[src/rtl/sbrc_pkg.sv]
// Shared types, constants and helpers for the scaled blit rectangle clipper.
`default_nettype none

package sbrc_pkg;

	localparam int COORD_BITS  = 16;
	localparam int WIDE_BITS   = COORD_BITS + 3;
	localparam int QUEUE_DEPTH = 4;
	localparam int QUEUE_AW    = 2;

	typedef logic signed [COORD_BITS-1:0] coord_t;
	typedef logic signed [WIDE_BITS-1:0]  wide_t;
	typedef logic        [COORD_BITS-1:0] mag_t;
	typedef logic        [COORD_BITS-2:0] size_t;
	typedef logic        [1:0]            cfg_idx_t;

	localparam cfg_idx_t CFG_TILE_X      = 2'd0;
	localparam cfg_idx_t CFG_TILE_Y      = 2'd1;
	localparam cfg_idx_t CFG_TILE_WIDTH  = 2'd2;
	localparam cfg_idx_t CFG_TILE_HEIGHT = 2'd3;

	typedef struct packed {
		coord_t src_left;
		coord_t src_top;
		coord_t src_right;
		coord_t src_bottom;
		coord_t dst_left;
		coord_t dst_top;
		coord_t dst_right;
		coord_t dst_bottom;
	} in_t;

	typedef struct packed {
		logic   hit;
		coord_t local_left;
		coord_t local_top;
		coord_t local_right;
		coord_t local_bottom;
		coord_t scaled_left;
		coord_t scaled_top;
		coord_t scaled_right;
		coord_t scaled_bottom;
	} out_t;

	typedef struct packed {
		coord_t tile_x;
		coord_t tile_y;
		size_t  tile_width;
		size_t  tile_height;
	} tile_cfg_t;

	// Classified request handed from the front to the back.
	typedef struct packed {
		logic   hit;
		coord_t loc_left;
		coord_t loc_top;
		coord_t loc_right;
		coord_t loc_bottom;
		coord_t base_x;
		coord_t base_y;
		logic   neg_x;
		logic   neg_y;
		mag_t   mag_x;
		mag_t   mag_y;
		mag_t   den_x;
		mag_t   den_y;
		mag_t   num_l;
		mag_t   num_r;
		mag_t   num_t;
		mag_t   num_b;
	} cmd_t;

	function automatic coord_t sat_coord(input wide_t v);
		logic [WIDE_BITS-COORD_BITS:0] top;
		top = v[WIDE_BITS-1:COORD_BITS-1];
		if (top == '0 || top == '1) begin
			sat_coord = v[COORD_BITS-1:0];
		end else if (v[WIDE_BITS-1]) begin
			sat_coord = {1'b1, {(COORD_BITS-1){1'b0}}};
		end else begin
			sat_coord = {1'b0, {(COORD_BITS-1){1'b1}}};
		end
	endfunction

endpackage

`default_nettype wire

[src/rtl/sbrc_front.sv]
// Front stage: hit test, clipping and divider operand preparation.
`default_nettype none

module sbrc_front (
	input  wire logic                clk,
	input  wire logic                arst_n,
	input  wire sbrc_pkg::tile_cfg_t tile,
	input  wire logic                in_valid,
	output logic                     in_stall,
	input  wire sbrc_pkg::in_t       in_data,
	input  wire logic                q_full,
	output logic                     push,
	output sbrc_pkg::cmd_t           cmd
);

	function automatic sbrc_pkg::mag_t abs_mag(input sbrc_pkg::wide_t v);
		sbrc_pkg::wide_t n;
		n = -v;
		abs_mag = v[sbrc_pkg::WIDE_BITS-1] ? n[sbrc_pkg::COORD_BITS-1:0]
		                                   : v[sbrc_pkg::COORD_BITS-1:0];
	endfunction

	// Flip the numerator with a negative span, then clamp it to [0, d].
	function automatic sbrc_pkg::mag_t num_clamp(input sbrc_pkg::wide_t num,
	                                             input sbrc_pkg::wide_t den,
	                                             input sbrc_pkg::mag_t d);
		sbrc_pkg::wide_t n;
		n = den[sbrc_pkg::WIDE_BITS-1] ? -num : num;
		if (n[sbrc_pkg::WIDE_BITS-1]) begin
			num_clamp = '0;
		end else if (n > sbrc_pkg::wide_t'({1'b0, d})) begin
			num_clamp = d;
		end else begin
			num_clamp = n[sbrc_pkg::COORD_BITS-1:0];
		end
	endfunction

	sbrc_pkg::wide_t x1, y1, x2, y2, dx1, dy1, dx2, dy2;
	sbrc_pkg::wide_t tx, ty, tr, tb, w1, h1, vx, vy, w, h, ll, lt;
	sbrc_pkg::mag_t  den_x, den_y;
	sbrc_pkg::cmd_t  c;
	sbrc_pkg::cmd_t  cmd_s1;
	logic            valid_s1;

	always_comb begin
		x1  = sbrc_pkg::wide_t'(in_data.src_left);
		y1  = sbrc_pkg::wide_t'(in_data.src_top);
		x2  = sbrc_pkg::wide_t'(in_data.src_right);
		y2  = sbrc_pkg::wide_t'(in_data.src_bottom);
		dx1 = sbrc_pkg::wide_t'(in_data.dst_left);
		dy1 = sbrc_pkg::wide_t'(in_data.dst_top);
		dx2 = sbrc_pkg::wide_t'(in_data.dst_right);
		dy2 = sbrc_pkg::wide_t'(in_data.dst_bottom);
		tx  = sbrc_pkg::wide_t'(tile.tile_x);
		ty  = sbrc_pkg::wide_t'(tile.tile_y);
		tr  = tx + sbrc_pkg::wide_t'(tile.tile_width);
		tb  = ty + sbrc_pkg::wide_t'(tile.tile_height);
		w1  = x2 - x1;
		h1  = y2 - y1;
		vx  = (x1 > tx) ? x1 : tx;
		vy  = (y1 > ty) ? y1 : ty;
		w   = ((x2 < tr) ? x2 : tr) - vx;
		h   = ((y2 < tb) ? y2 : tb) - vy;
		ll  = vx - tx;
		lt  = vy - ty;
		den_x = abs_mag(w1);
		den_y = abs_mag(h1);

		c.hit        = (w1 != '0) && (h1 != '0) && (x2 >= tx) && (x1 < tr)
		               && (y2 >= ty) && (y1 < tb);
		c.loc_left   = sbrc_pkg::sat_coord(ll);
		c.loc_top    = sbrc_pkg::sat_coord(lt);
		c.loc_right  = sbrc_pkg::sat_coord(ll + w);
		c.loc_bottom = sbrc_pkg::sat_coord(lt + h);
		c.base_x     = in_data.dst_left;
		c.base_y     = in_data.dst_top;
		c.neg_x      = (dx2 < dx1);
		c.neg_y      = (dy2 < dy1);
		c.mag_x      = abs_mag(dx2 - dx1);
		c.mag_y      = abs_mag(dy2 - dy1);
		c.den_x      = den_x;
		c.den_y      = den_y;
		c.num_l      = num_clamp(vx - x1, w1, den_x);
		c.num_r      = num_clamp(w, w1, den_x);
		c.num_t      = num_clamp(vy - y1, h1, den_y);
		c.num_b      = num_clamp(h, h1, den_y);
	end

	assign in_stall = valid_s1 && q_full;
	assign push     = valid_s1 && !q_full;
	assign cmd      = cmd_s1;

	always_ff @(posedge clk or negedge arst_n) begin
		if (!arst_n) begin
			valid_s1 <= 1'b0;
		end else if (!in_stall) begin
			valid_s1 <= in_valid;
		end
	end

	always_ff @(posedge clk) begin
		if (in_valid && !in_stall) begin
			cmd_s1 <= c;
		end
	end

endmodule

`default_nettype wire

[config.mk]
export PLATFORM = sky130hd
export DESIGN_NAME = sbrc_front
export DESIGN_NICKNAME = d
export VERILOG_FILES = /design/src/rtl/sbrc_pkg.sv /design/src/rtl/sbrc_front.sv
export SDC_FILE = /design/constraint.sdc
export NUM_CORES = 1
export LEC_CHECK = 0
export BUFFER_PORTS_ARGS = -buffer_cell sky130_fd_sc_hd__buf_2
export CAP_MARGIN = 15
export CORE_MARGIN = 4
export CORE_UTILIZATION = 57
export CTS_CLUSTER_SIZE = 40
export DETAILED_ROUTE_END_ITERATION = 10
export PLACE_DENSITY = 0.91
export REMOVE_ABC_BUFFERS = 1
export SLEW_MARGIN = 40
export SYNTH_ARGS = -nofsm -noshare
export SYNTH_HDL_FRONTEND = slang
export SYNTH_SLANG_ARGS = --single-unit
[constraint.sdc]
create_clock -name clk -period 21.3 [get_ports clk]
set_clock_uncertainty 0.05 [all_clocks]
set_input_delay 5.325 -clock clk [delete_from_list [all_inputs] [get_ports clk]]
set_output_delay 5.325 -clock clk [all_outputs]
set_load 0.03 [all_outputs]
### Word level (Yosys, flattened, before mapping)

Index checks and enable logic that the tools add are counted.

* equal/unequal tests: 4
* add/sub/neg operators: 22
* reductions and logical operators: 20
* multiplexer cells: 24
* magnitude comparators: 14

Operator list (number)
* 16-bit two-way mux: 16
* 19-bit two-way mux: 8
* 19-bit by 17-bit greater-than comparator with 1-bit output: 4
* 19-bit negation: 4
* 19-bit by 16-bit subtractor with 19-bit output: 4
* 16-bit by 17-bit < comparator with 1-bit output: 4
* 16-bit by 16-bit subtractor with 17-bit output: 4
* 16-bit negation: 4
* 19-bit adder: 2
* 19-bit nonzero test: 2
* 19-bit subtractor: 2
* 16-bit by 16-bit adder with 17-bit output: 2
* 16-bit >= comparator: 2
* 16-bit greater-than comparator: 2
* 16-bit < comparator: 2
* 4-bit == test, second input constant: 4
* 4-bit logical NOT: 4
* 1-bit logical AND: 8
* 1-bit logical OR: 4
* 1-bit logical NOT: 2

* output and inout bits: 229
* register bits after elaboration: 228
* word-level logic and storage cells: 102

### Longest topological paths before layout

Gate-level depths: netlist of the first run.

* word-level depth: 8
* gate-level depth with buffers: 47
* mapped depth without buffers: 44

### Least setup slack after synthesis of the first run

Ideal clock, no wire load.

* path type: input port to flip-flop
* start: input q_full
* end: register cmd_s1 (netlist bit cmd[0]) (enable)
* arrival time: 15.512 ns
* setup slack: 4.898 ns
* setup time: 0.840 ns
* data required time: 20.410 ns
* stages on the path: 2
* cell sequence: and2_1 nor2b_1

* longest elaborated chain between the ends: 3

RTL lines
* start, declared: RTL line sbrc_front.sv:11 `input wire logic q_full,`
* 1-bit logical AND: RTL line sbrc_front.sv:89 `assign in_stall = valid_s1 && q_full;`
* 1-bit logical NOT: RTL line sbrc_front.sv:102 `if (in_valid && !in_stall) begin`
* 1-bit logical AND: RTL line sbrc_front.sv:102
* end signal, assigned: RTL line sbrc_front.sv:103 `cmd_s1 <= c;`
* end, declared: RTL line sbrc_front.sv:42 `sbrc_pkg::cmd_t cmd_s1;`

Every way passes these cells.
A chain may end at the register's enable or synchronous reset.

==> impl_metrics.env, run 1 <==
export IMPL_slew_violations=0
export IMPL_area_delta_synth_final_pct=13.00
export IMPL_yosys_area_share_simple_pct=16.67
export IMPL_final_common_cell="buf_2"
export IMPL_avgViaCountPerCell=6.326
export IMPL_cts_inserted_buffers=26
export IMPL_first_pass_iters=7
export IMPL_ir_drop_mv=0.08414
export IMPL_synth_top_family_by_area="compound AO/OA/AOI/OAI gates"
export IMPL_crit_start="tile[30]"
export IMPL_synth_top_area_share_pct=24.22
export IMPL_die_width_um=230.2
export IMPL_grt_pass1_vias=25688
export IMPL_yosys_warnings=0
export IMPL_dp_cells=4260
export IMPL_fin_ws_ps=6798
export IMPL_relSlewSlack_pct=46.41
export IMPL_grt_pass1_wl_mm=137.3
export IMPL_path_depth=40
export IMPL_clockRootBuffer="clkbuf_16"
export IMPL_cts_sinks=228
export IMPL_synth_ff_type="edfxtp_1"
export IMPL_hpwl_mm=72.76
export IMPL_setup_viol=0
export IMPL_drtIter0Drc=2889
export IMPL_worst_setup_path_start_kind="input port"
export IMPL_period_share_pct=68.09
export IMPL_tightest_slew_ps=792.4
export IMPL_synth_compound_area_share_pct=21.47
export IMPL_whs_ps=661.5
export IMPL_worstSetupPathType="in -> reg"
export IMPL_placed_area_um2=30950
export IMPL_grt_start_max_net_pins=77
export IMPL_postLayoutCellArea_um2=31810
export IMPL_cp_max_fo=18
export IMPL_synth_area_um2=28150
export IMPL_grt_use_total_pct=31.84
export IMPL_path_delay_family="compound AO/OA/AOI/OAI gates"
export IMPL_yosysSeqAreaShare_pct=24.30
export IMPL_total_power_mw=4.036
export IMPL_dieHeight_um=230.2
export IMPL_antenna_cells=0
export IMPL_synth_cell_types=104
export IMPL_r2r_cells=4
export IMPL_cts_tree="done"
export IMPL_yosys_mux_area_fraction_pct=4.111
export IMPL_cts_resized=0
export IMPL_ant_nets=0
export IMPL_fmax_ghz=0.06896
export IMPL_hold_path_class="reg -> reg"
export IMPL_power_density_nw_per_um2=126.9
export IMPL_hold_violations=0
export IMPL_clkSlewWorstSetupHoldPaths_ps=60
export IMPL_final_cell_mix="422 x buf_2, 421 x ha_1, 270 x inv_1"
export IMPL_drt_wirelength_per_cell_um=20.63
export IMPL_drt_total_wl_mm=88.86
export IMPL_slowest_stage="o31a_1"
export IMPL_final_util_pct=65.11
export IMPL_synth_fa_ha_area_share_pct=19.89
export IMPL_ioPinCount=423
export IMPL_yosysTopAreaCell="edfxtp_1"
export IMPL_r2r_slack_ps=18460
export IMPL_async_reset_ff_share_pct=0.4386
export IMPL_synth_xor_area_share_pct=8.676
export IMPL_critical_path_buf_inv_count=3
export IMPL_register_area_um2=6842
export IMPL_htreeDepth=1
export IMPL_p_leak_nw=14.43
export IMPL_portBuffers=422
export IMPL_end_kind="flip-flop"
export IMPL_crit_end="cmd[166]"
export IMPL_cts_setup_buffers=0
export IMPL_synth_avg_cell_area_um2=8.693
export IMPL_place_ws_ps=6591
export IMPL_rsz0062_at_grt="false"
export IMPL_gp_congestion=0.9967
export IMPL_drv_cap=0
export IMPL_min_path_cells=2
export IMPL_hold_buffers=0
export IMPL_instances_no_fill=4307
export IMPL_required_ps=21680
export IMPL_synthCells=3238
export IMPL_antenna_found_initial=0
export IMPL_fill_cells=3979
export IMPL_r2r_start="valid_s1"
export IMPL_synth_edff_count=227
export IMPL_fin_crit_ps=14500
export IMPL_clk_latency_ps=550
export IMPL_clk_path_buf_depth=3
export IMPL_core_rowCount=81
export IMPL_drc_errors=0
export IMPL_core_area_um2=48850
export IMPL_rr_endpoint="cmd[52]"
export IMPL_die_area_um2=53000
export IMPL_slowest_delay_ps=730
export IMPL_multi_input_area_um2=20030
export IMPL_worstPathArrival_ps=14890
export IMPL_outcome="finished clean"
export IMPL_setup_tns_ps=0
export IMPL_ys_top_cells_by_area="edfxtp_1 24%, ha_1 19%, xnor2_1 5.7%"
export IMPL_drive_above_1_share_pct=15.54
export IMPL_vias=27244
export IMPL_gr_total_overflow=0
export IMPL_ys_seq_elements=228
export IMPL_nets=4253
export IMPL_start_util_pct=57.63
==> layer usage <==
metal / GRT usage (%) / wire length (um) / vias up
met3: 5.216 / 8266 / 302
met1: 42.09 / 35950 / 12710
met5: 0 / 0 / -
met2: 52.53 / 40570 / 1439
li1: - / - / 12793
met4: 12.16 / 4080 / 0
==> where the power goes <==
group,total [mW],switching (mW),internal (mW)
Combinational,2.84,1.80,1.04
Sequential,0.739,0.0350,0.704
Clock,0.456,0.194,0.262
==> worst min-delay path by stage <==
| stage | startpoint | end | slack, ps |
|---|---|---|---|
| after floorplan | valid_s1 | valid_s1 | 780 |
| after global placement | valid_s1 | valid_s1 | 630 |
| final | valid_s1 | valid_s1 | 660 |
| after detailed placement | valid_s1 | valid_s1 | 650 |
| after global routing | valid_s1 | valid_s1 | 740 |
| after CTS | valid_s1 | valid_s1 | 660 |
==> cells by family (layout without fill, tap and decap cells) <==
group           count (synthesis)  after routing
xor+xnor                      278            278
buf+inv                       350            755
compound gates                914            914
simple gates                  913            913
flops                         228            228
fa+ha+maj                     440            440
mux                           115            115
==> synth_stat cells, drive strengths merged, types with 9 or more instances <==
library cell and instances:
nor3 56, and2 26, nand2 188, nand3b 11, a21oi 205, o21bai 17, o31ai 55, or3 27
a2111oi 11, a31o 13, nand3 64, o21ai 207, a31oi 48, inv 271, clkbuf 60, mux2i 110
o211ai 36, nand2b 77, and3 26, ha 421, a21boi 15, o22ai 9, edfxtp 227, nor4 29
buf 19, nand4b 14, a211oi 46, xnor2 184, nor2b 57, nand4 29, fa 14, xor2 94
a21o 91, o31a 10, o2111ai 16, nor2 245, o21a 55, or2 21
==> cell type report <==
cell class,instances,area share [%]
Clock inverter,15,0.5468
Sequential cell,228,21.51
Multi-Input combinational cell,2660,62.98
Clock buffer,32,2.116
Inverter,271,3.198
Timing Repair Buffer,437,7.041
Tap cell,664,2.612
==> flip-flops by register name, indices dropped and copies added (netlist names) <==
name / flops
cmd: 227
valid_s1: 1
==> worst register-to-register path: cells and delay by family, from the launching register on <==
kind / cells / cell delay, ps
buffers and inverters: 2 / 1350
flip-flops: 1 / 370
AND/OR/NAND/NOR: 2 / 590
No activity file was read; power rests on OpenSTA's default activity.
==> inputs of run 2 (changes only) <==
ABC_AREA = 1   (was default)
CORE_UTILIZATION = 54   (was 57)
PLACE_DENSITY = 0.9   (was 0.91)
clock period = 12.76 ns   (was 21.3 ns; I/O delays follow)
==> impl_metrics.env, run 2 <==
export IMPL_clockRootBuffer="clkbuf_16"
export IMPL_fin_crit_ps=10980
export IMPL_first_pass_iters=7
export IMPL_slowest_stage="fa_1"
export IMPL_final_common_cell="nand2_1"
export IMPL_end_kind="flip-flop"
export IMPL_vias=30218
export IMPL_yosysSeqAreaShare_pct=23.63
export IMPL_drc_errors=0
export IMPL_rr_endpoint="cmd[77]"
export IMPL_cts_resized=0
export IMPL_fmax_ghz=0.09104
export IMPL_crit_top_cell="nand2_1"
export IMPL_cts_setup_buffers=0
export IMPL_synth_top_area_share_pct=23.55
export IMPL_cp_max_fo=25
export IMPL_tightest_slew_ps=932.6
export IMPL_p_leak_nw=17.29
export IMPL_cts_inserted_buffers=26
export IMPL_hold_buffers=0
export IMPL_power_density_nw_per_um2=232.4
export IMPL_r2r_slack_ps=10100
export IMPL_final_util_pct=61.81
export IMPL_total_power_mw=7.594
export IMPL_gr_total_overflow=0
export IMPL_r2r_start="valid_s1"
export IMPL_synth_area_um2=28950
export IMPL_drv_cap=0
export IMPL_worstPathArrival_ps=11240
export IMPL_ir_drop_mv=0.1443
export IMPL_drive_above_1_share_pct=11.63
export IMPL_path_delay_family="simple AND/OR/NAND/NOR gates"
export IMPL_worstSetupPathType="in -> reg"
export IMPL_async_reset_ff_share_pct=0.4386
export IMPL_setup_tns_ps=0
export IMPL_synth_edff_count=227
export IMPL_cts_sinks=228
export IMPL_hold_path_startpoint="valid_s1"
export IMPL_area_delta_synth_final_pct=12.87
export IMPL_avgViaCountPerCell=5.693
export IMPL_slew_violations=0
export IMPL_hold_violations=0
export IMPL_slowest_delay_ps=530
export IMPL_grt_use_total_pct=31.31
export IMPL_ant_nets=0
export IMPL_core_rowCount=84
export IMPL_ys_seq_elements=228
export IMPL_min_to="valid_s1"
export IMPL_clkSlewWorstSetupHoldPaths_ps=60
export IMPL_r2r_cells=6
export IMPL_clkPwrFrac_pct=10.5
export IMPL_die_width_um=239.5
export IMPL_antenna_found_initial=3
export IMPL_die_area_um2=57380
export IMPL_cts_tree="done"
export IMPL_hpwl_mm=78.38
export IMPL_ys_top_cells_by_area="edfxtp_1 24%, ha_1 18%, nand2_1 14%"
export IMPL_period_share_pct=86.08
export IMPL_gp_congestion=1.057
export IMPL_grt_pass1_vias=27376
export IMPL_internal_power_mw=3.396
export IMPL_final_cell_mix="1,114 x nand2_1, 614 x inv_1, 422 x buf_2"
export IMPL_synth_cell_types=64
export IMPL_start_util_pct=54.76
export IMPL_portBuffers=422
export IMPL_yosysTopAreaCell="edfxtp_1"
export IMPL_pwr_share_seq_pct=16.5
export IMPL_htreeDepth=1
export IMPL_grt_pass1_wl_mm=145.2
export IMPL_core_area_um2=52870
export IMPL_grt_start_max_net_pins=174
export IMPL_hold_path_class="reg -> reg"
export IMPL_dieHeight_um=239.5
export IMPL_outcome="finished clean"
export IMPL_ioPinCount=423
export IMPL_yosysMostFrequentCell="nand2_1"
export IMPL_largest_register_ffs=227
export IMPL_yosys_warnings=0
export IMPL_relSlewSlack_pct=37.62
export IMPL_synth_ff_type="edfxtp_1"
export IMPL_critical_path_buf_inv_count=9
export IMPL_synth_common_cells="1,116 x nand2_1, 614 x inv_1, 421 x ha_1, 396 x nor2_1, 291 x a21oi_1"
export IMPL_drtIter0Drc=3407
export IMPL_required_ps=13010
export IMPL_setup_viol=0
export IMPL_nets=5226
export IMPL_drt_wirelength_per_cell_um=17.80
export IMPL_min_path_cells=2
export IMPL_switchingPower_mw=4.198
export IMPL_clk_latency_ps=550
export IMPL_synthCells=4186
export IMPL_worst_setup_path_start_kind="input port"
export IMPL_swShare_pct=55.28
export IMPL_clk_path_buf_depth=3
export IMPL_rsz0062_at_grt="false"
export IMPL_synth_avg_cell_area_um2=6.916
export IMPL_combPwrFrac_pct=73.0
export IMPL_drt_total_wl_mm=94.49
-- run 2: per-layer routing --
metal  wire [um]  share of wire [%]  GRT usage, %
met5           0                  0             0
met3       10030                 11         4.790
met2       40720                 43         49.66
met4        3894                4.1         11.10
met1       39850                 42         43.60
-- run 2: power groups by stage --
stage	Clock [mW]	Sequential [mW]	Combinational, mW
6_report	0.797	1.25	5.54
3_5_place_dp	0	1.27	5.36
3_3_place_gp	0	1.26	5.26
5_1_grt	0.834	1.27	6.15
2_1_floorplan	0	1.66	3.57
4_1_cts	0.799	1.26	5.41
-- run 2: cell families (layout without fill, tap and decap cells) --
| group | count (synthesis) | in the layout | share of synthesized area [%] |
|---|---|---|---|
| and+or+nand+nor | 1927 | 1927 | 27.86 |
| other | 0 | 3 | 0 |
| DFF | 228 | 228 | 23.63 |
| buffers and inverters | 668 | 1099 | 8.907 |
| adders and majority gates | 435 | 435 | 19.16 |
| AOI/OAI and AO/OA | 682 | 682 | 12.87 |
| xor gates and xnor gates | 246 | 246 | 7.572 |
-- run 2: how the worst max path moves through the flow --
| stage | startpoint | endpoint | cells past startpoint | slack [ps] |
|---|---|---|---|---|
| floorplan | q_full | cmd[0] | 3 | -950 |
| global placement | tile[18] | cmd[42] | 52 | 1780 |
| detailed placement | tile[49] | cmd[37] | 51 | 1440 |
| CTS | tile[30] | cmd[3] | 51 | 1960 |
| global route | tile[30] | cmd[3] | 53 | 910 |
| finish | tile[30] | cmd[3] | 51 | 1780 |
-- run 2: metrics by stage --
step / setup WS [ps] / std cells / hold slack (ps) / instance area, um2
6_report: 1776 / 5308 / 482.0 / 32680
5_1_grt: 909.1 / 5308 / 507.4 / 32680
4_1_cts: 1961 / 5304 / 481.8 / 32640
3_5_place_dp: 1444 / 5256 / 468.6 / 31740
3_3_place_gp: 1778 / 5256 / 439.4 / 31740
2_1_floorplan: -954.5 / 4140 / 409.3 / 28710
-- run 2: final cells by class --
type                    instances  area [um2]
well taps                     688       860.8
multi-input cells            3290       19540
clock inverters                20       232.7
clock buffers                  28       658.1
flip-flops and latches        228        6842
repair buffers                429        2197
diodes                          3       7.507
inverters                     622        2335
fillers                      4703       20190
-- run 2: worst min-delay path, delay by kind of cell, from the launching register on --
family / cells / cell delay, ps
flip-flops: 1 / 350
AND/OR/NAND/NOR: 2 / 150
