<file path="src/rtl/sbrc_pkg.sv">
// Shared types, constants and helpers for the scaled blit rectangle clipper.
`default_nettype none

package sbrc_pkg;

	localparam int COORD_BITS  = 16;
	localparam int WIDE_BITS   = COORD_BITS + 3;
	localparam int QUEUE_DEPTH = 4;
	localparam int QUEUE_AW    = 2;

	typedef logic signed [COORD_BITS-1:0] coord_t;
	typedef logic signed [WIDE_BITS-1:0]  wide_t;
	typedef logic        [COORD_BITS-1:0] mag_t;
	typedef logic        [COORD_BITS-2:0] size_t;
	typedef logic        [1:0]            cfg_idx_t;

	localparam cfg_idx_t CFG_TILE_X      = 2'd0;
	localparam cfg_idx_t CFG_TILE_Y      = 2'd1;
	localparam cfg_idx_t CFG_TILE_WIDTH  = 2'd2;
	localparam cfg_idx_t CFG_TILE_HEIGHT = 2'd3;

	typedef struct packed {
		coord_t src_left;
		coord_t src_top;
		coord_t src_right;
		coord_t src_bottom;
		coord_t dst_left;
		coord_t dst_top;
		coord_t dst_right;
		coord_t dst_bottom;
	} in_t;

	typedef struct packed {
		logic   hit;
		coord_t local_left;
		coord_t local_top;
		coord_t local_right;
		coord_t local_bottom;
		coord_t scaled_left;
		coord_t scaled_top;
		coord_t scaled_right;
		coord_t scaled_bottom;
	} out_t;

	typedef struct packed {
		coord_t tile_x;
		coord_t tile_y;
		size_t  tile_width;
		size_t  tile_height;
	} tile_cfg_t;

	// Classified request handed from the front to the back.
	typedef struct packed {
		logic   hit;
		coord_t loc_left;
		coord_t loc_top;
		coord_t loc_right;
		coord_t loc_bottom;
		coord_t base_x;
		coord_t base_y;
		logic   neg_x;
		logic   neg_y;
		mag_t   mag_x;
		mag_t   mag_y;
		mag_t   den_x;
		mag_t   den_y;
		mag_t   num_l;
		mag_t   num_r;
		mag_t   num_t;
		mag_t   num_b;
	} cmd_t;

	function automatic coord_t sat_coord(input wide_t v);
		logic [WIDE_BITS-COORD_BITS:0] top;
		top = v[WIDE_BITS-1:COORD_BITS-1];
		if (top == '0 || top == '1) begin
			sat_coord = v[COORD_BITS-1:0];
		end else if (v[WIDE_BITS-1]) begin
			sat_coord = {1'b1, {(COORD_BITS-1){1'b0}}};
		end else begin
			sat_coord = {1'b0, {(COORD_BITS-1){1'b1}}};
		end
	endfunction

endpackage

`default_nettype wire

</file>
<file path="src/rtl/sbrc_queue.sv">
// Short command queue between front and back.
`default_nettype none

module sbrc_queue (
	input  wire logic           clk,
	input  wire logic           arst_n,
	input  wire logic           push,
	input  wire sbrc_pkg::cmd_t push_data,
	output logic                full,
	input  wire logic           pop,
	output sbrc_pkg::cmd_t      pop_data,
	output logic                empty
);

	sbrc_pkg::cmd_t                  mem_q [sbrc_pkg::QUEUE_DEPTH];
	logic [sbrc_pkg::QUEUE_AW-1:0]   wr_q, rd_q;
	logic [sbrc_pkg::QUEUE_AW:0]     count_q;

	assign full     = (count_q == (sbrc_pkg::QUEUE_AW+1)'(sbrc_pkg::QUEUE_DEPTH));
	assign empty    = (count_q == '0);
	assign pop_data = mem_q[rd_q];

	always_ff @(posedge clk or negedge arst_n) begin
		if (!arst_n) begin
			wr_q    <= '0;
			rd_q    <= '0;
			count_q <= '0;
		end else begin
			if (push) begin
				wr_q <= wr_q + 1'b1;
			end
			if (pop) begin
				rd_q <= rd_q + 1'b1;
			end
			if (push && !pop) begin
				count_q <= count_q + 1'b1;
			end else if (pop && !push) begin
				count_q <= count_q - 1'b1;
			end
		end
	end

	always_ff @(posedge clk) begin
		if (push) begin
			mem_q[wr_q] <= push_data;
		end
	end

	a_count_bound: assert property (@(posedge clk) disable iff (!arst_n)
		count_q <= (sbrc_pkg::QUEUE_AW+1)'(sbrc_pkg::QUEUE_DEPTH))
		else $error("queue count above depth");
	a_no_overflow: assert property (@(posedge clk) disable iff (!arst_n)
		full |-> !push)
		else $error("push into full queue");
	a_no_underflow: assert property (@(posedge clk) disable iff (!arst_n)
		empty |-> !pop)
		else $error("pop from empty queue");
	a_count_up: assert property (@(posedge clk) disable iff (!arst_n)
		(push && !pop) |=> (count_q == $past(count_q) + 1'b1))
		else $error("queue count did not advance on push");

endmodule

`default_nettype wire

</file>
<file path="config.mk">
export PLATFORM = sky130hd
export DESIGN_NAME = sbrc_queue
export DESIGN_NICKNAME = d
export VERILOG_FILES = /design/src/rtl/sbrc_pkg.sv /design/src/rtl/sbrc_queue.sv
export SDC_FILE = /design/constraint.sdc
export NUM_CORES = 1
export LEC_CHECK = 0
export ABC_AREA = 1
export BUFFER_PORTS_ARGS = -buffer_cell sky130_fd_sc_hd__buf_4
export CAP_MARGIN = 20
export CELL_PAD_IN_SITES_DETAIL_PLACEMENT = 1
export CELL_PAD_IN_SITES_GLOBAL_PLACEMENT = 2
export CORE_MARGIN = 2
export CORE_UTILIZATION = 40
export CTS_CLUSTER_SIZE = 14
export DETAILED_ROUTE_END_ITERATION = 12
export PLACE_DENSITY_LB_ADDON = 0.1
export SYNTH_ARGS = -nofsm -noshare
export SYNTH_HDL_FRONTEND = slang
export SYNTH_SLANG_ARGS = --single-unit
</file>
<file path="constraint.sdc">
create_clock -name clk -period 7.3 [get_ports clk]
set_input_delay 0.365 -clock clk [delete_from_list [all_inputs] [get_ports clk]]
set_output_delay 0.365 -clock clk [all_outputs]
set_load 0.005 [all_outputs]
</file>
---- Word-level counts from Yosys, hierarchy flattened ----
Memories as Yosys holds them, arrays and structs flattened.
Cells that the tools add are included.
operators by class
  reductions and logical operators ........ 6
  multiplexer cells ....................... 4
  eq/ne operators ......................... 1
  add/subtract/negate cells ............... 4
operator list
  kind                 count
  $mux 3               2
  $add 2x1->2 const B  2
  $add 3x1->3 const B  1
  $eq 3x3->1 const B   1
  $logic_not 3->1      1
  $sub 3x1->3 const B  1
  $logic_and 1x1->1    2
  $logic_not 1->1      2
  $mux 1               2
  $reduce_bool 2->1    1
word-level totals
  register bits ........................... 7
  memory bits (writable) .................. 908
  memories ................................ 1
  input bits .............................. 231
  output and inout bits ................... 229
memories
  name   words  width  rd ports  clocked after Yosys merged registers in  wr ports  line              RTL
  mem_q  4      227    1         0                                        1         sbrc_queue.sv:15  sbrc_pkg::cmd_t mem_q [sbrc_pkg::QUEUE_DEPTH];

---- Logic depth before layout (Yosys ltp) ----
Gate-level depths: netlist of run 1.
  depth in word-level cells ............... 4
  mapped depth ............................ 9
  mapped depth without buffers ............ 9

---- Worst setup path after synthesis of run 1 ----
Ideal clock, no wire load.
  path kind ............................... register to register
  start point ............................. register wr_q[0] in the netlist's numbering
  end point ............................... memory mem_q[2][0] in the netlist's numbering (enable)
  required time ........................... 6721 ps
  slack ................................... 1662 ps
  cell stages (with the launch flop) ...... 5
  library setup time ...................... 579 ps
  data arrival time ....................... 5059 ps
  path through ............................ dfrtp_1 > inv_1 > ha_1 > nand2_1 > inv_1
RTL lines
  element                 line              RTL
  from (decl)             sbrc_queue.sv:16  logic [sbrc_pkg::QUEUE_AW-1:0] wr_q, rd_q;
  from (signal assigned)  sbrc_queue.sv:30  wr_q <= wr_q + 1'b1;
  to (decl)               sbrc_queue.sv:15
No word-level cell before the write port.

==> impl_metrics.env, run 1 <==
export IMPL_finalHoldViolations=0
export IMPL_placed_cell_area_sq_um=40550
export IMPL_rsz0062_at_grt="no"
export IMPL_yosys_warnings=0
export IMPL_clk_latency_ps=660
export IMPL_die_h_um=306.0
export IMPL_syn_avg_cell_area_sq_um=13.53
export IMPL_fin_crit_ps=4150
export IMPL_p_total_mw=18.38
export IMPL_track_usage_pct=20.19
export IMPL_core_sq_um=90150
export IMPL_skew_ps=23.36
export IMPL_dieArea_sq_um=93650
export IMPL_crit_path_end_kind="output pin"
export IMPL_port_buffers=459
export IMPL_cts_buffer_depth=3
export IMPL_grt_max_degree=253
export IMPL_synth_top_flop_cell="edfxtp_1"
export IMPL_tns_ps=0
export IMPL_cts_sink_count=915
export IMPL_ant_nets=0
export IMPL_gr_total_overflow=0
export IMPL_vdd_drop_max_mv=0.2813
export IMPL_power_density_nw_per_um2=399.2
export IMPL_hold_ws_ps=68.92
export IMPL_cts_max_level=3
export IMPL_path_class="reg2out"
export IMPL_drive_above_1_share_pct=18.00
export IMPL_synth_area_sq_um=36490
export IMPL_drtPass1Iterations=5
export IMPL_synth_seq_cells=915
export IMPL_drt_total_wl_um=94770
export IMPL_rows=110
export IMPL_syn_nets=2933
export IMPL_clk_pin_slew_ps=60
export IMPL_nFillCells=9001
export IMPL_tightest_slew_ps=1308
export IMPL_drt_vias_per_instance=4.902
export IMPL_vias=22648
export IMPL_synth_area_top_cells="edfxtp_1, o211ai_1, nand2_1"
export IMPL_drc_errors=0
export IMPL_status="completed"
export IMPL_worst_setup_path_start_kind="flip-flop"
export IMPL_netlist_area_leader_share_pct=74.72
export IMPL_cp_arrival_ps=3780
export IMPL_die_w_um=306.0
export IMPL_yosysSeqAreaShare_pct=75.20
export IMPL_cts_tree="built"
export IMPL_syn2layout_area_growth_pct=26.21
export IMPL_cap_viol_max_count=0
export IMPL_synth_cells=2696
export IMPL_crit_fanout=62
export IMPL_grt_pass1_vias=24514
export IMPL_final_area_sq_um=46050
export IMPL_utilization_pct=51.08
export IMPL_period_share_pct=56.85
export IMPL_setup_violations=0
export IMPL_synth_edf_count=908
export IMPL_fmax_ghz=0.2410
export IMPL_maxSlewViolCount=0
export IMPL_place_gp_congestion=0.7522
export IMPL_p_leak_nw=18.21
export IMPL_drtIter0Drc=1235
export IMPL_postCtsSetupRepairBufs=0
export IMPL_antenna_found_initial=15
export IMPL_slew_headroom_pct=12.81
export IMPL_grt_pass1_wl_um=143900
export IMPL_initial_utilization_pct=40.48
export IMPL_dp_hpwl_um=54760
export IMPL_critPathRequiredTime_ps=6930
export IMPL_routedWlPerCell_um=20.51
export IMPL_ctsRootBufferMaster="clkbuf_16"
export IMPL_nets=3591
export IMPL_hp_class="in2async"
export IMPL_synth_distinct_cells=17
export IMPL_num_io_pins=460
export IMPL_synthArstFlopShare_pct=0.7650
export IMPL_cts_buffers=102
export IMPL_yosysTopAreaCell="edfxtp_1"
stage by stage:
step / std cells / worst slack, ps
floorplan: 2696 / 1662
global placement: 4195 / 3765
detailed placement: 4196 / 3725
CTS: 4615 / 2987
global route: 4619 / 2878
finish: 4620 / 3150
what timing repair did:
action | CTS | global route
hold buffers | 230 | 0
setup endpoints to repair | 0 | 0
endpoints found under the hold margin | 919 | 0
resized for setup | 0 | 0
layout make-up:
type | instances | area, sq um | area share [%]
Sequential cell | 915 | 27450 | 59.60
Clock buffer | 143 | 2811 | 6.105
Inverter | 466 | 1787 | 3.880
Multi-Input combinational cell | 1163 | 6157 | 13.37
Clock inverter | 46 | 380.4 | 0.8260
Antenna cell | 5 | 12.51 | 0.02717
Tap cell | 1176 | 1471 | 3.195
Timing Repair Buffer | 706 | 5983 | 12.99
critical path, stage by stage (launching register included):
cell and delay, ps:
dfrtp_4 920, buf_4 820, buf_4 800, o211ai_1 220
nand2_1 130, buf_4 110
power breakdown:
group | switching (mW) | internal (mW)
clock network | 2.03 | 2.88
registers | 0.328 | 6.88
logic | 3.87 | 2.40
cells by family (layout without fill, tap and decap cells):
kind of cell | Yosys count | count (layout) | synth area share (%)
other | 0 | 5 | 0
xor gates and xnor gates | 4 | 4 | 0.09603
DFF | 915 | 915 | 75.20
adders and majority gates | 6 | 6 | 0.2263
buffers and inverters | 618 | 1361 | 7.921
AOI/OAI and AO/OA | 455 | 455 | 9.354
and+or+nand+nor | 698 | 698 | 7.197
cells in the final DEF, fill, tap and decap left out:
master	synthesis	routed
dfrtp_1	7	5
clkbuf_1	1	35
diode_2	0	5
o211ai_1	454	454
nand3_1	1	1
dfrtp_4	0	2
o21ai_1	1	1
clkbuf_8	0	2
xnor2_1	1	1
fa_1	1	1
inv_1	466	461
bufinv_16	0	6
ha_1	5	5
nor3_1	2	2
clkbuf_16	0	106
nand4_1	1	1
clkinv_2	0	18
clkinv_8	0	1
clkinv_1	0	18
buf_12	0	7
nand2_1	694	694
buf_16	0	1
edfxtp_1	908	908
inv_6	0	2
xor2_1	3	3
buf_4	25	468
dlygate4sd3_1	0	230
clkinv_4	0	1
inv_8	0	5
sequential cells by signal, summed over array words and instances (netlist names):
register  count
mem_q       908
count_q       3
rd_q          2
wr_q          2
Yosys cell counts (2+ instances only):
library cell and count:
dfrtp_1 7, nor3_1 2, buf_4 25, ha_1 5, edfxtp_1 908, o211ai_1 454
buf_2 75, nand2_1 694, buf_6 51, xor2_1 3, inv_1 466
metal layers:
layer | vias up | track usage [%] | part of all wire, %
li1 | 10747 | - | -
met1 | 11278 | 24.25 | 41
met2 | 437 | 36.19 | 51
met3 | 164 | 4.189 | 4.7
met4 | 22 | 6.461 | 2.7
met5 | - | 0 | 0.14
path summary, 6_finish.rpt:
kind | startpoint | to | slack, ps | cells after the start
setup reg to reg | wr_q[1]$_DFFE_PN0P_ | mem_q[1][62]$_DFFE_PP_ | 4500 | 5
max in group asynchronous | arst_n | rd_q[1]$_DFFE_PN0P_ | 7080 | 2
min in group clk | push_data[151] | mem_q[0][151]$_DFFE_PP_ | 440 | 2
setup / recovery | rd_q[1]$_DFFE_PN0P_ | pop_data[63] | 3150 | 5
hold reg to reg | count_q[2]$_DFFE_PN0P_ | count_q[2]$_DFFE_PN0P_ | 530 | 2
hold / removal | arst_n | wr_q[0]$_DFFE_PN0P_ | 70 | 2
No activity file was read; power rests on OpenSTA's default activity.
==> run 2, diff against run 1 <==
Clock period 7.3 ns to 3.9 ns, I/O delays scaled along.
==> impl_metrics.env, run 2 (synthesis results as in run 1) <==
export IMPL_initial_utilization_pct=40.48
export IMPL_most_common_layout_cells="edfxtp_1, nand2_1, buf_4"
export IMPL_cap_viol_max_count=0
export IMPL_power_density_nw_per_um2=742.6
export IMPL_hold_ws_ps=277.0
export IMPL_cts_buffer_depth=3
export IMPL_finalHoldViolations=0
export IMPL_path_class="reg2out"
export IMPL_antenna_found_initial=14
export IMPL_drt_total_wl_um=93040
export IMPL_grt_pass1_wl_um=142500
export IMPL_tightest_slew_ps=844.1
export IMPL_vias=22912
export IMPL_ctsRootBufferMaster="clkbuf_16"
export IMPL_routedWlPerCell_um=20.10
export IMPL_tns_ps=0
export IMPL_rsz0062_at_grt="no"
export IMPL_p_leak_nw=18.26
export IMPL_final_area_sq_um=46210
export IMPL_hp_class="in2reg"
export IMPL_slew_headroom_pct=43.73
export IMPL_ant_nets=0
export IMPL_ctsResizeCount=0
export IMPL_status="completed"
export IMPL_setup_violations=0
export IMPL_p_total_mw=34.32
export IMPL_grt_pass1_vias=24964
export IMPL_die_h_um=306.0
export IMPL_num_io_pins=460
export IMPL_critPathRequiredTime_ps=3700
export IMPL_maxSlewViolCount=0
export IMPL_syn2layout_area_growth_pct=26.65
export IMPL_crit_fanout=85
export IMPL_cts_max_level=3
export IMPL_dp_hpwl_um=54470
export IMPL_period_share_pct=77.67
export IMPL_vdd_drop_max_mv=0.6618
export IMPL_drtIter0Drc=1208
export IMPL_cts_sink_count=915
export IMPL_cts_tree="built"
export IMPL_placed_cell_area_sq_um=40780
export IMPL_top_regs="mem_q: 908 flops, count_q: 3 flops"
export IMPL_largest_register_ff_count=908
export IMPL_rows=110
export IMPL_cp_arrival_ps=2830
export IMPL_utilization_pct=51.26
export IMPL_fmax_ghz=0.3301
export IMPL_skew_ps=19.08
export IMPL_cts_buffers=100
export IMPL_drive_above_1_share_pct=18.69
export IMPL_dieArea_sq_um=93650
export IMPL_final_common_cell="edfxtp_1"
export IMPL_regMostFlops="mem_q"
export IMPL_clk_pin_slew_ps=60
export IMPL_place_gp_congestion=0.7252
export IMPL_drc_errors=0
export IMPL_drtPass1Iterations=7
export IMPL_clk_latency_ps=660
export IMPL_fin_crit_ps=3029
export IMPL_crit_path_end_kind="output pin"
export IMPL_track_usage_pct=19.87
export IMPL_worst_setup_path_start_kind="flip-flop"
export IMPL_port_buffers=459
export IMPL_core_sq_um=90150
export IMPL_drt_vias_per_instance=4.951
export IMPL_nets=3607
export IMPL_grt_max_degree=121
export IMPL_gr_total_overflow=0
export IMPL_die_w_um=306.0
[run 2: cell types whose count changed in the layout (fill, tap and decap cells not counted), moves of 5 or more]
cell and delta:
clkinvlp_4 +5, buf_4 +7, clkbuf_1 -17, buf_12 +10
clkinv_1 +7
[run 2: path summary, 6_finish.rpt]
check	cells after the start	end	start	slack, ps
max in group asynchronous	3	rd_q[0]$_DFFE_PN0P_	arst_n	3050
min	2	mem_q[1][141]$_DFFE_PP_	push_data[141]	280
max	5	pop_data[11]	rd_q[1]$_DFFE_PN0P_	870
min reg2reg	2	count_q[2]$_DFFE_PN0P_	count_q[2]$_DFFE_PN0P_	520
max reg2reg	7	mem_q[2][94]$_DFFE_PP_	wr_q[0]$_DFFE_PN0P_	1360
min in group asynchronous	3	wr_q[0]$_DFFE_PN0P_	arst_n	550
[run 2: worst max-delay path: stages (launching register included)]
cell      delay [ps]
dfrtp_4          670
inv_8            570
buf_4            470
o211ai_1         150
nand2_1          150
buf_4            140
[run 2: where the power goes]
group / switching [mW] / leakage (nW) / total, mW / internal (mW)
clock network: 3.72 / 1.52 / 8.92 / 5.20
registers: 0.590 / 8.42 / 13.5 / 12.9
logic: 7.29 / 8.32 / 11.9 / 4.66
[run 2: repair_timing]
item / CTS / global route
hold endpoints to repair: 920 / 0
setup buffers: 0 / 0
hold buffers: 231 / 0
[run 2: area by class of cell]
| class | instances | area [sq um] |
|---|---|---|
| diodes | 6 | 15.01 |
| clock buffers | 123 | 2661 |
| clock inverters | 55 | 422.9 |
| fillers | 9092 | 43930 |
| inverters | 466 | 1772 |
| multi-input cells | 1163 | 6177 |
| flip-flops and latches | 915 | 27450 |
| well taps | 1176 | 1471 |
| repair buffers | 724 | 6246 |
[run 2: routing by layer]
metal | global-route usage [%] | wire length [um] | vias up
met5 | 0 | 114 | -
met4 | 6.622 | 2706 | 18
met3 | 3.940 | 4468 | 166
met2 | 36.13 | 48390 | 493
met1 | 23.42 | 37360 | 11466
li1 | - | - | 10769
[run 2: per-stage QoR]
stage          instances  setup slack (ps)
2_1_floorplan       2696            -560.3
3_3_place_gp        4212             950.8
3_5_place_dp        4212             972.5
4_1_cts             4621             735.5
5_1_grt             4627             719.8
6_report            4628             871.0
==> run 3, diff against run 2 <==
Clock period 3.9 ns to 3 ns, I/O delays scaled along.
==> impl_metrics.env, run 3 (synthesis results as in run 1) <==
export IMPL_die_h_um=306.0
export IMPL_cts_buffer_depth=3
export IMPL_crit_path_end_kind="output pin"
export IMPL_utilization_pct=51.90
export IMPL_worst_setup_path_start_kind="flip-flop"
export IMPL_drive_above_1_share_pct=19.25
export IMPL_min_path_cells=2
export IMPL_power_density_nw_per_um2=973.7
export IMPL_seq_area_sq_um=27450
export IMPL_port_buffers=459
export IMPL_cts_buffers=102
export IMPL_critical_path_max_stage_delay_ps=710
export IMPL_r2r_worst_path_cells=5
export IMPL_path_class="reg2out"
export IMPL_dieArea_sq_um=93650
export IMPL_min_to="mem_q[1][198]$_DFFE_PP_"
export IMPL_syn2layout_area_growth_pct=28.23
export IMPL_num_io_pins=460
export IMPL_drt_total_wl_um=94780
export IMPL_clk_pin_slew_ps=60
export IMPL_period_share_pct=92.49
export IMPL_ant_nets=0
export IMPL_placed_cell_area_sq_um=41210
export IMPL_critPathRequiredTime_ps=2850
export IMPL_fin_crit_ps=2775
export IMPL_multiInputGateArea_sq_um=6177
export IMPL_cp_slowest_cell="dfrtp_4"
export IMPL_final_area_sq_um=46790
export IMPL_cp_arrival_ps=2620
export IMPL_hold_ws_ps=215.2
export IMPL_routedWlPerCell_um=20.32
export IMPL_path_buf_inv=2
export IMPL_track_usage_pct=20.24
export IMPL_gr_total_overflow=0
export IMPL_fmax_ghz=0.3604
export IMPL_grt_pass1_vias=24778
export IMPL_tightest_slew_ps=901.4
export IMPL_core_sq_um=90150
export IMPL_tns_ps=0
export IMPL_dp_cells=4235
export IMPL_vias=22905
export IMPL_nets=3631
export IMPL_rrSetupSlack_ps=770
export IMPL_cap_viol_max_count=0
export IMPL_grt_max_degree=138
export IMPL_crit_start="rd_q[1]$_DFFE_PN0P_"
export IMPL_setup_violations=0
export IMPL_r2r_start="wr_q[1]$_DFFE_PN0P_"
export IMPL_fin_cells=4664
export IMPL_clk_latency_ps=680
export IMPL_regMostFlops="mem_q"
export IMPL_top_regs="mem_q: 908 flops, count_q: 3 flops"
export IMPL_die_w_um=306.0
export IMPL_crit_fanout=122
export IMPL_p_leak_nw=18.50
export IMPL_cp_top_family="buffers and inverters"
export IMPL_nFillCells=8986
export IMPL_ctsRootBufferMaster="clkbuf_16"
export IMPL_drt_vias_per_instance=4.911
export IMPL_vdd_drop_max_mv=0.8086
export IMPL_hp_class="in2reg"
export IMPL_cts_tree="built"
export IMPL_skew_ps=16.95
export IMPL_cts_max_level=3
export IMPL_pre_cts_ws_ps=675.9
export IMPL_antenna_found_initial=15
export IMPL_finalHoldViolations=0
export IMPL_dp_hpwl_um=58590
export IMPL_maxSlewViolCount=0
export IMPL_initial_utilization_pct=40.48
export IMPL_drtIter0Drc=1183
export IMPL_cts_sink_count=915
export IMPL_slew_headroom_pct=39.78
export IMPL_status="completed"
export IMPL_rsz0062_at_grt="no"
export IMPL_grt_pass1_wl_um=145000
export IMPL_final_common_cell="edfxtp_1"
export IMPL_path_cells="buf_12 > o211ai_1 > nand2_1 > buf_4"
export IMPL_drtPass1Iterations=5
export IMPL_setup_slack_ps=225.4
export IMPL_min_delay_start="push_data[198]"
export IMPL_p_total_mw=45.56
export IMPL_most_common_layout_cells="edfxtp_1, nand2_1, buf_4"
export IMPL_largest_register_ff_count=908
export IMPL_drc_errors=0
export IMPL_rr_endpoint="mem_q[1][39]$_DFFE_PP_"
export IMPL_place_gp_congestion=0.7679
export IMPL_rows=110
==> run 3: power breakdown <==
part	internal (mW)	switching, mW	total (mW)
Clock	7.07	5.05	12.1
Combinational	6.43	9.61	16.0
Sequential	16.7	0.703	17.4
==> run 3: layout make-up <==
cell class                 instances  share of cell area [%]
multi-input combinational       1163                   13.20
timing repair buffer             746                   14.22
inverter                         466                   3.787
sequential                       915                   58.67
clock inverter                    67                   1.268
clock buffer                     123                   5.669
antenna                            8                 0.04279
tap                             1176                   3.145
==> run 3: metal layers <==
metal / global-route usage, % / wire length, um
met1: 23.76 / 37640
met2: 36.15 / 49260
met5: 0 / 82
met3: 4.818 / 4803
met4: 7.137 / 2986
==> run 3: worst max path at each step <==
stage,slack [ps],endpoint,cells past startpoint
5_1_grt,50,pop_data[184],4
3_5_place_dp,680,mem_q[1][23]$_DFFE_PP_,5
6_report,230,pop_data[68],4
2_1_floorplan,-1460,mem_q[0][0]$_DFFE_PP_,4
4_1_cts,110,pop_data[22],5
3_3_place_gp,740,mem_q[1][23]$_DFFE_PP_,5
==> run 3: timing repair <==
action,4_1_cts,5_1_grt
hold buffers,231,0
resized for setup,0,0
hold endpoints to repair,922,0
buffers inserted,0,0
